## src/hdl/postfix_expression_evaluator_unit_assert.svh

```systemverilog
// Assertion macros used by the RTL of the postfix evaluator.
`ifndef POSTFIX_EXPRESSION_EVALUATOR_UNIT_ASSERT_SVH
`define POSTFIX_EXPRESSION_EVALUATOR_UNIT_ASSERT_SVH

// The consequent must hold in the same cycle as the antecedent.
`define PEE_ASSERT_NOW(label, clk, rst_n, ante, cons, msg) \
    label: assert property (@(posedge clk) disable iff (!(rst_n)) (ante) |-> (cons)) \
        else $error(msg);

// The consequent must hold in the cycle after the antecedent.
`define PEE_ASSERT_NEXT(label, clk, rst_n, ante, cons, msg) \
    label: assert property (@(posedge clk) disable iff (!(rst_n)) (ante) |=> (cons)) \
        else $error(msg);

`endif

```

## src/hdl/pee_pkg.sv

```systemverilog
`default_nettype none
package pee_pkg;

    localparam int VALUE_WIDTH = 48;
    localparam int FRAC_BITS = 16;
    localparam int QUOT_WIDTH = 64;

    typedef logic signed [VALUE_WIDTH-1:0] t_value;
    typedef logic [VALUE_WIDTH-1:0] t_mag;
    typedef logic [QUOT_WIDTH-1:0] t_quot;
    typedef logic [2:0] t_op;
    typedef logic [1:0] t_status;

    localparam t_op OP_ADD = 3'd0;
    localparam t_op OP_SUB = 3'd1;
    localparam t_op OP_MUL = 3'd2;
    localparam t_op OP_DIV = 3'd3;
    localparam t_op OP_POW = 3'd4;

    localparam t_status ST_OK = 2'd0;
    localparam t_status ST_COUNT = 2'd1;
    localparam t_status ST_OVERFLOW = 2'd2;
    localparam t_status ST_UNDERFLOW = 2'd3;

    localparam logic [7:0] CH_ZERO = 8'h30;
    localparam logic [7:0] CH_NINE = 8'h39;
    localparam logic [7:0] CH_PLUS = 8'h2B;
    localparam logic [7:0] CH_MINUS = 8'h2D;
    localparam logic [7:0] CH_STAR = 8'h2A;
    localparam logic [7:0] CH_SLASH = 8'h2F;
    localparam logic [7:0] CH_CARET = 8'h5E;

    localparam t_value VAL_MAX = {1'b0, {(VALUE_WIDTH-1){1'b1}}};
    localparam t_value VAL_MIN = {1'b1, {(VALUE_WIDTH-1){1'b0}}};
    localparam t_value VAL_ONE = t_value'(1) <<< FRAC_BITS;
    localparam t_quot MAG_POS = {{(QUOT_WIDTH-VALUE_WIDTH+1){1'b0}}, {(VALUE_WIDTH-1){1'b1}}};
    localparam t_quot MAG_NEG = MAG_POS + QUOT_WIDTH'(1);

    typedef struct packed {
        logic [7:0] char_code;
        logic       last_char;
    } t_in_req;

    typedef struct packed {
        t_value  result_value;
        t_status status;
        logic    saturated;
        logic    divide_by_zero;
    } t_out_req;

    typedef struct packed {
        t_value value;
        logic   sat;
        logic   dz;
    } t_alu_res;

    function automatic t_mag f_mag(input t_value v);
        t_mag u;
        u = v;
        return v[VALUE_WIDTH-1] ? (~u + 1'b1) : u;
    endfunction

    function automatic t_alu_res f_from_mag(input logic neg, input t_quot mag);
        t_quot m;
        t_quot nm;
        t_alu_res r;
        m = mag;
        r.sat = 1'b0;
        r.dz = 1'b0;
        if (neg) begin
            if (mag > MAG_NEG) begin
                r.sat = 1'b1;
                m = MAG_NEG;
            end
            nm = QUOT_WIDTH'(0) - m;
            r.value = nm[VALUE_WIDTH-1:0];
        end else begin
            if (mag > MAG_POS) begin
                r.sat = 1'b1;
                m = MAG_POS;
            end
            r.value = m[VALUE_WIDTH-1:0];
        end
        return r;
    endfunction

endpackage
`default_nettype wire

```

## src/hdl/pee_alu.sv

```systemverilog
`default_nettype none
module pee_alu import pee_pkg::*; (
    input  wire logic   i_clk,
    input  wire logic   i_rst_n,
    input  wire logic   i_start,
    input  wire t_op    i_op,
    input  wire t_value i_left,
    input  wire t_value i_right,
    output logic        o_done,
    output t_alu_res    o_res
);

    localparam logic [1:0] A_IDLE = 2'd0;
    localparam logic [1:0] A_MUL = 2'd1;
    localparam logic [1:0] A_DIV = 2'd2;
    localparam logic [6:0] MUL_STEPS = 7'(VALUE_WIDTH);
    localparam logic [6:0] DIV_STEPS = 7'(QUOT_WIDTH);
    localparam int PW = VALUE_WIDTH - FRAC_BITS;

    logic [1:0]  r_state;
    logic [6:0]  r_step;
    logic        r_is_pow;
    logic        r_mneg;
    logic        r_bneg;
    t_mag        r_mb;
    t_mag        r_ph;
    t_mag        r_pl;
    t_mag        r_rem;
    t_quot       r_dq;
    t_value      r_cur;
    t_value      r_prev;
    logic        r_have_prev;
    logic [PW-1:0] r_left;
    logic        r_sat;
    logic        r_done;
    t_alu_res    r_res;

    logic [VALUE_WIDTH:0]     mul_sum;
    logic [2*VALUE_WIDTH-1:0] prod;
    logic [2*VALUE_WIDTH-1:0] prod_q;
    t_quot                    mul_q;
    t_alu_res                 mul_fm;
    logic [VALUE_WIDTH:0]     div_t;
    logic                     div_ge;
    logic [VALUE_WIDTH:0]     div_diff;
    t_alu_res                 div_fm;
    logic [VALUE_WIDTH:0]     s_add;
    logic [VALUE_WIDTH:0]     s_sub;
    logic                     add_ovf;
    logic                     sub_ovf;
    logic [PW-1:0]            left_n;
    logic                     sat_all;

    always_comb begin
        mul_sum = {1'b0, r_ph} + (r_pl[0] ? {1'b0, r_mb} : '0);
        prod = {r_ph, r_pl};
        prod_q = prod >> FRAC_BITS;
        mul_q = (|prod_q[2*VALUE_WIDTH-1:QUOT_WIDTH]) ? '1 : prod_q[QUOT_WIDTH-1:0];
        mul_fm = f_from_mag(r_mneg, mul_q);
        div_t = {r_rem, r_dq[QUOT_WIDTH-1]};
        div_ge = div_t >= {1'b0, r_mb};
        div_diff = div_t - {1'b0, r_mb};
        div_fm = f_from_mag(r_mneg, r_dq);
        s_add = {i_left[VALUE_WIDTH-1], i_left} + {i_right[VALUE_WIDTH-1], i_right};
        s_sub = {i_left[VALUE_WIDTH-1], i_left} - {i_right[VALUE_WIDTH-1], i_right};
        add_ovf = s_add[VALUE_WIDTH] != s_add[VALUE_WIDTH-1];
        sub_ovf = s_sub[VALUE_WIDTH] != s_sub[VALUE_WIDTH-1];
        left_n = r_left - PW'(1);
        sat_all = r_sat | mul_fm.sat;
    end

    always_ff @(posedge i_clk) begin
        if (!i_rst_n) begin
            r_state <= A_IDLE;
            r_done <= 1'b0;
        end else begin
            r_done <= 1'b0;
            unique case (r_state)
                A_IDLE: begin
                    if (i_start) begin
                        r_ph <= '0;
                        r_step <= '0;
                        r_sat <= 1'b0;
                        r_mneg <= i_left[VALUE_WIDTH-1] ^ i_right[VALUE_WIDTH-1];
                        unique case (i_op)
                            OP_ADD: begin
                                r_res.value <= add_ovf ? (s_add[VALUE_WIDTH] ? VAL_MIN : VAL_MAX)
                                                       : s_add[VALUE_WIDTH-1:0];
                                r_res.sat <= add_ovf;
                                r_res.dz <= 1'b0;
                                r_done <= 1'b1;
                            end
                            OP_SUB: begin
                                r_res.value <= sub_ovf ? (s_sub[VALUE_WIDTH] ? VAL_MIN : VAL_MAX)
                                                       : s_sub[VALUE_WIDTH-1:0];
                                r_res.sat <= sub_ovf;
                                r_res.dz <= 1'b0;
                                r_done <= 1'b1;
                            end
                            OP_MUL: begin
                                r_pl <= f_mag(i_left);
                                r_mb <= f_mag(i_right);
                                r_is_pow <= 1'b0;
                                r_state <= A_MUL;
                            end
                            OP_DIV: begin
                                if (i_right == '0) begin
                                    r_res.value <= i_left[VALUE_WIDTH-1] ? VAL_MIN : VAL_MAX;
                                    r_res.sat <= 1'b1;
                                    r_res.dz <= 1'b1;
                                    r_done <= 1'b1;
                                end else begin
                                    r_mb <= f_mag(i_right);
                                    r_dq <= QUOT_WIDTH'(f_mag(i_left)) << FRAC_BITS;
                                    r_rem <= '0;
                                    r_state <= A_DIV;
                                end
                            end
                            OP_POW: begin
                                if (i_right[VALUE_WIDTH-1] || i_right[VALUE_WIDTH-1:FRAC_BITS] == '0) begin
                                    r_res.value <= VAL_ONE;
                                    r_res.sat <= 1'b0;
                                    r_res.dz <= 1'b0;
                                    r_done <= 1'b1;
                                end else begin
                                    r_cur <= VAL_ONE;
                                    r_have_prev <= 1'b0;
                                    r_left <= i_right[VALUE_WIDTH-1:FRAC_BITS];
                                    r_pl <= VAL_ONE;
                                    r_mb <= f_mag(i_left);
                                    r_bneg <= i_left[VALUE_WIDTH-1];
                                    r_mneg <= i_left[VALUE_WIDTH-1];
                                    r_is_pow <= 1'b1;
                                    r_state <= A_MUL;
                                end
                            end
                            default: begin
                                r_res <= '0;
                                r_done <= 1'b1;
                            end
                        endcase
                    end
                end
                A_MUL: begin
                    if (r_step != MUL_STEPS) begin
                        r_ph <= mul_sum[VALUE_WIDTH:1];
                        r_pl <= {mul_sum[0], r_pl[VALUE_WIDTH-1:1]};
                        r_step <= r_step + 7'd1;
                    end else if (!r_is_pow) begin
                        r_res <= mul_fm;
                        r_done <= 1'b1;
                        r_state <= A_IDLE;
                    end else begin
                        r_res.sat <= sat_all;
                        r_res.dz <= 1'b0;
                        priority if (mul_fm.value == r_cur) begin
                            r_res.value <= r_cur;
                            r_done <= 1'b1;
                            r_state <= A_IDLE;
                        end else if (r_have_prev && mul_fm.value == r_prev) begin
                            r_res.value <= left_n[0] ? r_cur : mul_fm.value;
                            r_done <= 1'b1;
                            r_state <= A_IDLE;
                        end else if (left_n == '0) begin
                            r_res.value <= mul_fm.value;
                            r_done <= 1'b1;
                            r_state <= A_IDLE;
                        end else begin
                            r_prev <= r_cur;
                            r_cur <= mul_fm.value;
                            r_have_prev <= 1'b1;
                            r_left <= left_n;
                            r_sat <= sat_all;
                            r_pl <= f_mag(mul_fm.value);
                            r_mneg <= mul_fm.value[VALUE_WIDTH-1] ^ r_bneg;
                            r_ph <= '0;
                            r_step <= '0;
                        end
                    end
                end
                A_DIV: begin
                    if (r_step != DIV_STEPS) begin
                        r_rem <= div_ge ? div_diff[VALUE_WIDTH-1:0] : div_t[VALUE_WIDTH-1:0];
                        r_dq <= {r_dq[QUOT_WIDTH-2:0], div_ge};
                        r_step <= r_step + 7'd1;
                    end else begin
                        r_res <= div_fm;
                        r_done <= 1'b1;
                        r_state <= A_IDLE;
                    end
                end
                default: begin
                    r_state <= A_IDLE;
                end
            endcase
        end
    end

    assign o_done = r_done;
    assign o_res = r_res;

endmodule
`default_nettype wire

```

## config.mk

```make
export PLATFORM = sky130hd
export DESIGN_NAME = pee_alu
export DESIGN_NICKNAME = d
export VERILOG_FILES = /design/src/hdl/postfix_expression_evaluator_unit_assert.svh /design/src/hdl/pee_pkg.sv /design/src/hdl/pee_alu.sv
export SDC_FILE = /design/constraint.sdc
export NUM_CORES = 2
export LEC_CHECK = 0
export ABC_AREA = 1
export ABC_CLOCK_PERIOD_IN_PS = 26200
export BUFFER_PORTS_ARGS = -buffer_cell sky130_fd_sc_hd__clkbuf_2
export CAP_MARGIN = 20
export CORE_MARGIN = 5
export CORE_UTILIZATION = 40
export DETAILED_ROUTE_END_ITERATION = 16
export GPL_ROUTABILITY_DRIVEN = 0
export PLACE_DENSITY = 0.58
export SYNTH_ARGS = -nofsm -noshare
export SYNTH_HDL_FRONTEND = slang
export SYNTH_SLANG_ARGS = --single-unit
export TNS_END_PERCENT = 1
```

## constraint.sdc

```tcl
create_clock -name i_clk -period 26.2 [get_ports i_clk]
set_clock_uncertainty 0.2 [all_clocks]
set_input_delay 1.31 -clock i_clk [delete_from_list [all_inputs] [get_ports i_clk]]
set_output_delay 1.31 -clock i_clk [all_outputs]
set_load 0.05 [all_outputs]
```

# After elaboration in Yosys (flattened, before gate mapping)

Cells that the tools add are included.

Word-level logic and storage cells: 248
Output and inout bits: 51
Register bits: 449

Bitwise operators: 11
Multiplexer cells: 138
Add/subtract/negate cells: 11
Reduce and logical (&&, ||, !) cells: 26
Eq/ne operators: 38
$lt $le $gt $ge: 5

Operator list:

| kind                                                                              | count |
|---|---|
| 48-bit two-way mux                                                                | 46 |
| 48-bit case mux with 2 select lines                                               | 5 |
| 64-bit two-way mux                                                                | 5 |
| 50-bit two-way mux                                                                | 6 |
| 32-bit two-way mux                                                                | 8 |
| 50-bit case mux with 5 select lines                                               | 1 |
| 50-bit case mux with 3 select lines                                               | 1 |
| 48-bit by 1-bit adder with 48-bit output, second input constant                   | 3 |
| 48-bit NOT                                                                        | 3 |
| 48-bit case mux with 3 select lines                                               | 1 |
| 64-bit by 47-bit greater-than comparator with 1-bit output, second input constant | 2 |
| 64-bit by 48-bit greater-than comparator with 1-bit output, second input constant | 2 |
| 64-bit case mux with 2 select lines                                               | 1 |
| 48-bit by 48-bit adder with 49-bit output                                         | 2 |
| 49-bit two-way mux                                                                | 2 |
| 48-bit equality test                                                              | 2 |
| 1-bit by 48-bit subtractor with 48-bit output, first input constant               | 2 |
| 32-bit logical NOT                                                                | 2 |
| 32-bit case mux with 2 select lines                                               | 1 |
| 49-bit by 48-bit greater-or-equal comparator with 1-bit output                    | 1 |
| 7-bit two-way mux                                                                 | 7 |
| 48-bit by 48-bit subtractor with 49-bit output                                    | 1 |
| 48-bit logical NOT                                                                | 1 |
| 48-bit subtractor                                                                 | 1 |
| other kinds (38)                                                                  | 123 |

# Depth between registers and ports, before layout

Depth in word-level cells: 16
Depth in mapped cells: 40
Depth with buffers taken out: 35

# Least setup slack after synthesis

Ideal clock, no wire load.

Path type: reg-to-reg
From: register r_ph[47]
To: register r_cur[0], enable pin
Arrival time: 7606 ps
Stages on the path, launching flop included: 32
Path slack: 17847 ps
Buffers on the path: 4
Required time: 25453 ps
Period minus slack after synthesis: 8353 ps
Cells stage by stage: edfxtp_1 -> nor2_1 -> nand2_1 -> nor2_2 -> nand2_2 -> buf_6 -> nor3_2 -> nand3_1 -> nor2_1 -> nand3_1 -> nand2_2 -> buf_6 -> buf_4 -> buf_4 -> nand2_1 -> ha_1 -> nand3_1 -> nor2_1 -> nand4_1 -> nand2_1 -> nand2_1 -> nand2_1 -> or2_2 -> nand4_1 -> nor2_1 -> nand2_1 -> nor2_1 -> nand2_1 -> nand3_1 -> nand2_1 -> nand3_1 -> a21oi_1

Word-level cells in the longest chain between the ends: 11

RTL lines:

| what                                                       | RTL line       | source |
|---|---|---|
| start, declared                                            | pee_alu.sv:26  | `t_mag r_ph;` |
| start signal, assigned                                     | pee_alu.sv:146 | `r_ph <= mul_sum[VALUE_WIDTH:1];` |
| 16-bit OR reduction *                                      | pee_alu.sv:58  | `mul_q = (\|prod_q[2*VALUE_WIDTH-1:QUOT_WIDTH]) ? '1 : prod_q[QUOT_WIDTH-1:0];` |
| 64-bit two-way mux *                                       | pee_alu.sv:58  |  |
| 64-bit by 48-bit greater-than comparator with 1-bit output | pee_pkg.sv:71  | `if (mag > MAG_NEG) begin` |
| 48-bit two-way mux                                         | pee_pkg.sv:71  |  |
| 48-bit two-way mux                                         | pee_pkg.sv:70  | `if (neg) begin` |
| 1-bit by 48-bit subtractor with 48-bit output              | pee_pkg.sv:75  | `nm = QUOT_WIDTH'(0) - m;` |
| 49-bit two-way mux *                                       | pee_pkg.sv:70  |  |
| 48-bit equality test                                       | pee_alu.sv:160 | `end else if (r_have_prev && mul_fm.value == r_prev) begin` |
| 1-bit logical AND                                          | pee_alu.sv:160 |  |
| 2-bit inequality test (no source line)                     | n/a            |  |
| 10-bit AND reduction (no source line) *                    | n/a            |  |
| end signal, assigned                                       | pee_alu.sv:170 | `r_cur <= mul_fm.value;` |
| end, declared                                              | pee_alu.sv:30  | `t_value r_cur;` |

Every way passes the cells marked *; elsewhere a longest branch is shown, timed or not. The select of a mux whose other input is x is not followed.
A chain may end at the register's enable or synchronous reset.

# Final worst setup path

From: register r_ph[33]
To: register r_left[0], enable pin

Word-level cells in the longest chain between the ends: 11

RTL lines:

| what                                                       | RTL line       | source |
|---|---|---|
| 16-bit OR reduction *                                      | pee_alu.sv:58  |  |
| 64-bit two-way mux *                                       | pee_alu.sv:58  |  |
| 64-bit by 48-bit greater-than comparator with 1-bit output | pee_pkg.sv:71  |  |
| 48-bit two-way mux                                         | pee_pkg.sv:71  |  |
| 48-bit two-way mux                                         | pee_pkg.sv:70  |  |
| 1-bit by 48-bit subtractor with 48-bit output              | pee_pkg.sv:75  |  |
| 49-bit two-way mux *                                       | pee_pkg.sv:70  |  |
| 48-bit equality test                                       | pee_alu.sv:160 |  |
| 1-bit logical AND                                          | pee_alu.sv:160 |  |
| 2-bit inequality test (no source line)                     | n/a            |  |
| 10-bit AND reduction (no source line) *                    | n/a            |  |
| end signal, assigned                                       | pee_alu.sv:128 | `r_left <= i_right[VALUE_WIDTH-1:FRAC_BITS];` |
| end signal, assigned                                       | pee_alu.sv:172 | `r_left <= left_n;` |
| end, declared                                              | pee_alu.sv:33  | `logic [PW-1:0] r_left;` |

Marks and branches as above.

==> results.sh <==
export IMPL_critPathKind="reg2reg"
export IMPL_hold_buffers=0
export IMPL_leakagePower_nw=22.3
export IMPL_die_area_sq_um=115000
export IMPL_cts_root_buffer="clkbuf_16"
export IMPL_drive_above_1_share_pct=6.38
export IMPL_ys_warn_count=0
export IMPL_drt_iter0_drc=6085
export IMPL_power_density_nw_per_um2=81.6
export IMPL_grt_max_degree=101
export IMPL_layout_commonest_cell="nand2_1"
export IMPL_instances_no_fill=7985
export IMPL_dr_max_layer_used="met5"
export IMPL_post_drt_wl_per_cell_um=23.9
export IMPL_dp_cells=7874
export IMPL_place_ws_ps=17570
export IMPL_viasPerCell=5.85
export IMPL_cts_buffers=55
export IMPL_endpoint_kind="register"
export IMPL_h_tree_depth=2
export IMPL_final_hold_viol_count=0
export IMPL_dieWidth_um=340
export IMPL_initial_core_util_pct=40.1
export IMPL_drc=0
export IMPL_track_usage_pct=31.5
export IMPL_ios=153
export IMPL_yosys_cell_types_count=66
export IMPL_routed_wl_um=191000
export IMPL_met2WireLength_um=78700
export IMPL_synth_ff_type="edfxtp_1"
export IMPL_dr_wl_met3_um=22400
export IMPL_relSlewSlack_pct=12.1
export IMPL_peakVddDrop_mv=0.0608
export IMPL_dp_hpwl_um=150000
export IMPL_synth_nets=6811
export IMPL_startpoint_type="register"
export IMPL_grt_pass1_vias=42671
export IMPL_hold_path_class="reg2reg"
export IMPL_layout_common_cells="1630 x nand2_1, 888 x inv_1, 684 x nor2_1, 496 x o21ai_0, 446 x edfxtp_1"
export IMPL_layout_setup_ws_ps=17560
export IMPL_m1WireLength_um=76100
export IMPL_firstDrtPassIters=6
export IMPL_finalMaxSlewViolations=0
export IMPL_antenna_found_initial=12
export IMPL_period_needed_ps=8640
export IMPL_placed_area_sq_um=45600
export IMPL_nets=6829
export IMPL_die_h_um=340
export IMPL_cp_slowest_stage_delay_ps=820
export IMPL_post_cts_setup_buffers=0
export IMPL_ys_seq_elements=449
export IMPL_grt_pass1_wl_um=277000
export IMPL_status="finished clean"
export IMPL_async_flop_share_pct=0
export IMPL_cp_common_cell="nand2_1"
export IMPL_n_fill_cell=11505
export IMPL_synth_area_sq_um=43500
export IMPL_clock_sinks=449
export IMPL_slowest_stage="a21oi_4"
export IMPL_design_core_area_sq_um=108000
export IMPL_clockBufferDepth=3
export IMPL_cts_resized=0
export IMPL_insertion_delay_ps=690
export IMPL_rows=121
export IMPL_avgSynthCellArea_sq_um=6.69
export IMPL_required_ps=26280
export IMPL_grt_ovfl_total=0
export IMPL_setup_tns_ps=0
export IMPL_antenna_left=0
export IMPL_synth_cells=6500
export IMPL_port_buffers=152
export IMPL_yosysSeqAreaShare_pct=30.9
export IMPL_crit_arrival_ps=8720
export IMPL_min_period_over_period_pct=33.0
export IMPL_drv_cap=0
export IMPL_vias=46741
export IMPL_tightest_slew_ps=1310
export IMPL_setup_violations=0
export IMPL_synth_edff_count=446
export IMPL_worst_path_max_fanout=67
export IMPL_path_clk_slew_ps=60
export IMPL_max_freq_mhz=116
export IMPL_syn2layout_area_growth_pct=9.13
export IMPL_grt_setup_unrepaired="false"
export IMPL_finalInstanceArea_sq_um=47500
export IMPL_cts_tree="yes"
-- metrics by stage --
stage	util [%]	total power (W)	hold WS [ps]
floorplan	-	0.00236	226
global placement	42.0	0.00300	234
detailed placement	42.0	0.00301	234
CTS	43.8	0.00382	242
global route	43.8	0.00407	269
finish	43.8	0.00387	258
-- sequential cells by signal, summed over array words and instances, names as in the netlist --
register	cells
r_mneg	1
r_sat	1
r_left	32
r_have_prev	1
r_prev	48
r_pl	48
o_res	50
r_step	7
o_done	1
r_dq	64
r_bneg	1
r_state	2
r_mb	48
r_ph	48
r_rem	48
r_is_pow	1
r_cur	48
-- critical path: cells and delay by family (launching register included) --
kind,cells,cell delay (ps)
AOI/OAI and AO/OA,1,820
DFF,1,420
and+or+nand+nor,23,4340
buffers and inverters,6,2110
adders and majority gates,1,300
-- metal layers --
metal,vias up,track usage [%]
met5,-,0
met4,8,17.5
met3,497,7.26
met2,2814,46.8
met1,21704,42.2
li1,21718,-
-- where the power goes --
group,switching [W],internal (W),total (W),leakage [nW]
logic,0.00140,0.000486,0.00188,17.3
registers,0.000135,0.00104,0.00118,4.17
clock network,0.000357,0.000457,0.000814,0.913
total,0.00189,0.00198,0.00387,22.3
-- logic make-up after synthesis --
family | count (synthesis) | synth area share [%]
DFF | 449 | 30.9
and+or+nand+nor | 3133 | 30.4
AOI/OAI and AO/OA | 1241 | 16.3
xor gates and xnor gates | 297 | 5.98
adders and majority gates | 209 | 6.08
buffers and inverters | 1171 | 10.4
-- layout make-up --
class	instances	area (sq um)	share of cell area [%]
Tap cell	1414	1770	3.73
Clock inverter	45	472	0.994
Timing Repair Buffer	218	1270	2.67
Clock buffer	57	1380	2.92
Multi-Input combinational cell	4880	25700	54.1
Inverter	914	3430	7.23
Sequential cell	449	13500	28.3
Antenna cell	8	20.0	0.0422
-- cell usage after synthesis (19+ instances only) --
cell / number / area (sq um)
a21oi_1: 421 / 2110
a31oi_1: 51 / 319
buf_1: 21 / 78.8
clkbuf_1: 201 / 754
edfxtp_1: 446 / 13400
ha_1: 205 / 2560
inv_1: 893 / 3350
nand2_1: 1631 / 6120
nand3_1: 438 / 2190
nand3b_1: 31 / 233
nand4_1: 132 / 826
nor2_1: 688 / 2580
nor3_1: 92 / 460
nor4_1: 46 / 288
o21a_1: 22 / 165
o21ai_0: 496 / 2480
o21bai_1: 19 / 143
o221ai_1: 23 / 201
o311ai_0: 39 / 342
o31ai_1: 32 / 240
o41ai_1: 24 / 210
or2_2: 38 / 238
xnor2_1: 52 / 455
xor2_1: 245 / 2150
-- final timing paths --
check / startpoint / end / slack (ps) / depth (start not counted)
worst max-delay path: r_ph[33]$_SDFFCE_PN0P_ / r_left[0]$_DFFE_PP_ / 17560 / 31
worst min-delay path: r_cur[0]$_SDFFCE_PN0P_ / r_prev[0]$_DFFE_PP_ / 260 / 0
worst max register to register: r_ph[33]$_SDFFCE_PN0P_ / r_left[0]$_DFFE_PP_ / 17560 / 31
worst min register to register: r_cur[0]$_SDFFCE_PN0P_ / r_prev[0]$_DFFE_PP_ / 260 / 0
(Power assumes the default switching activity.)
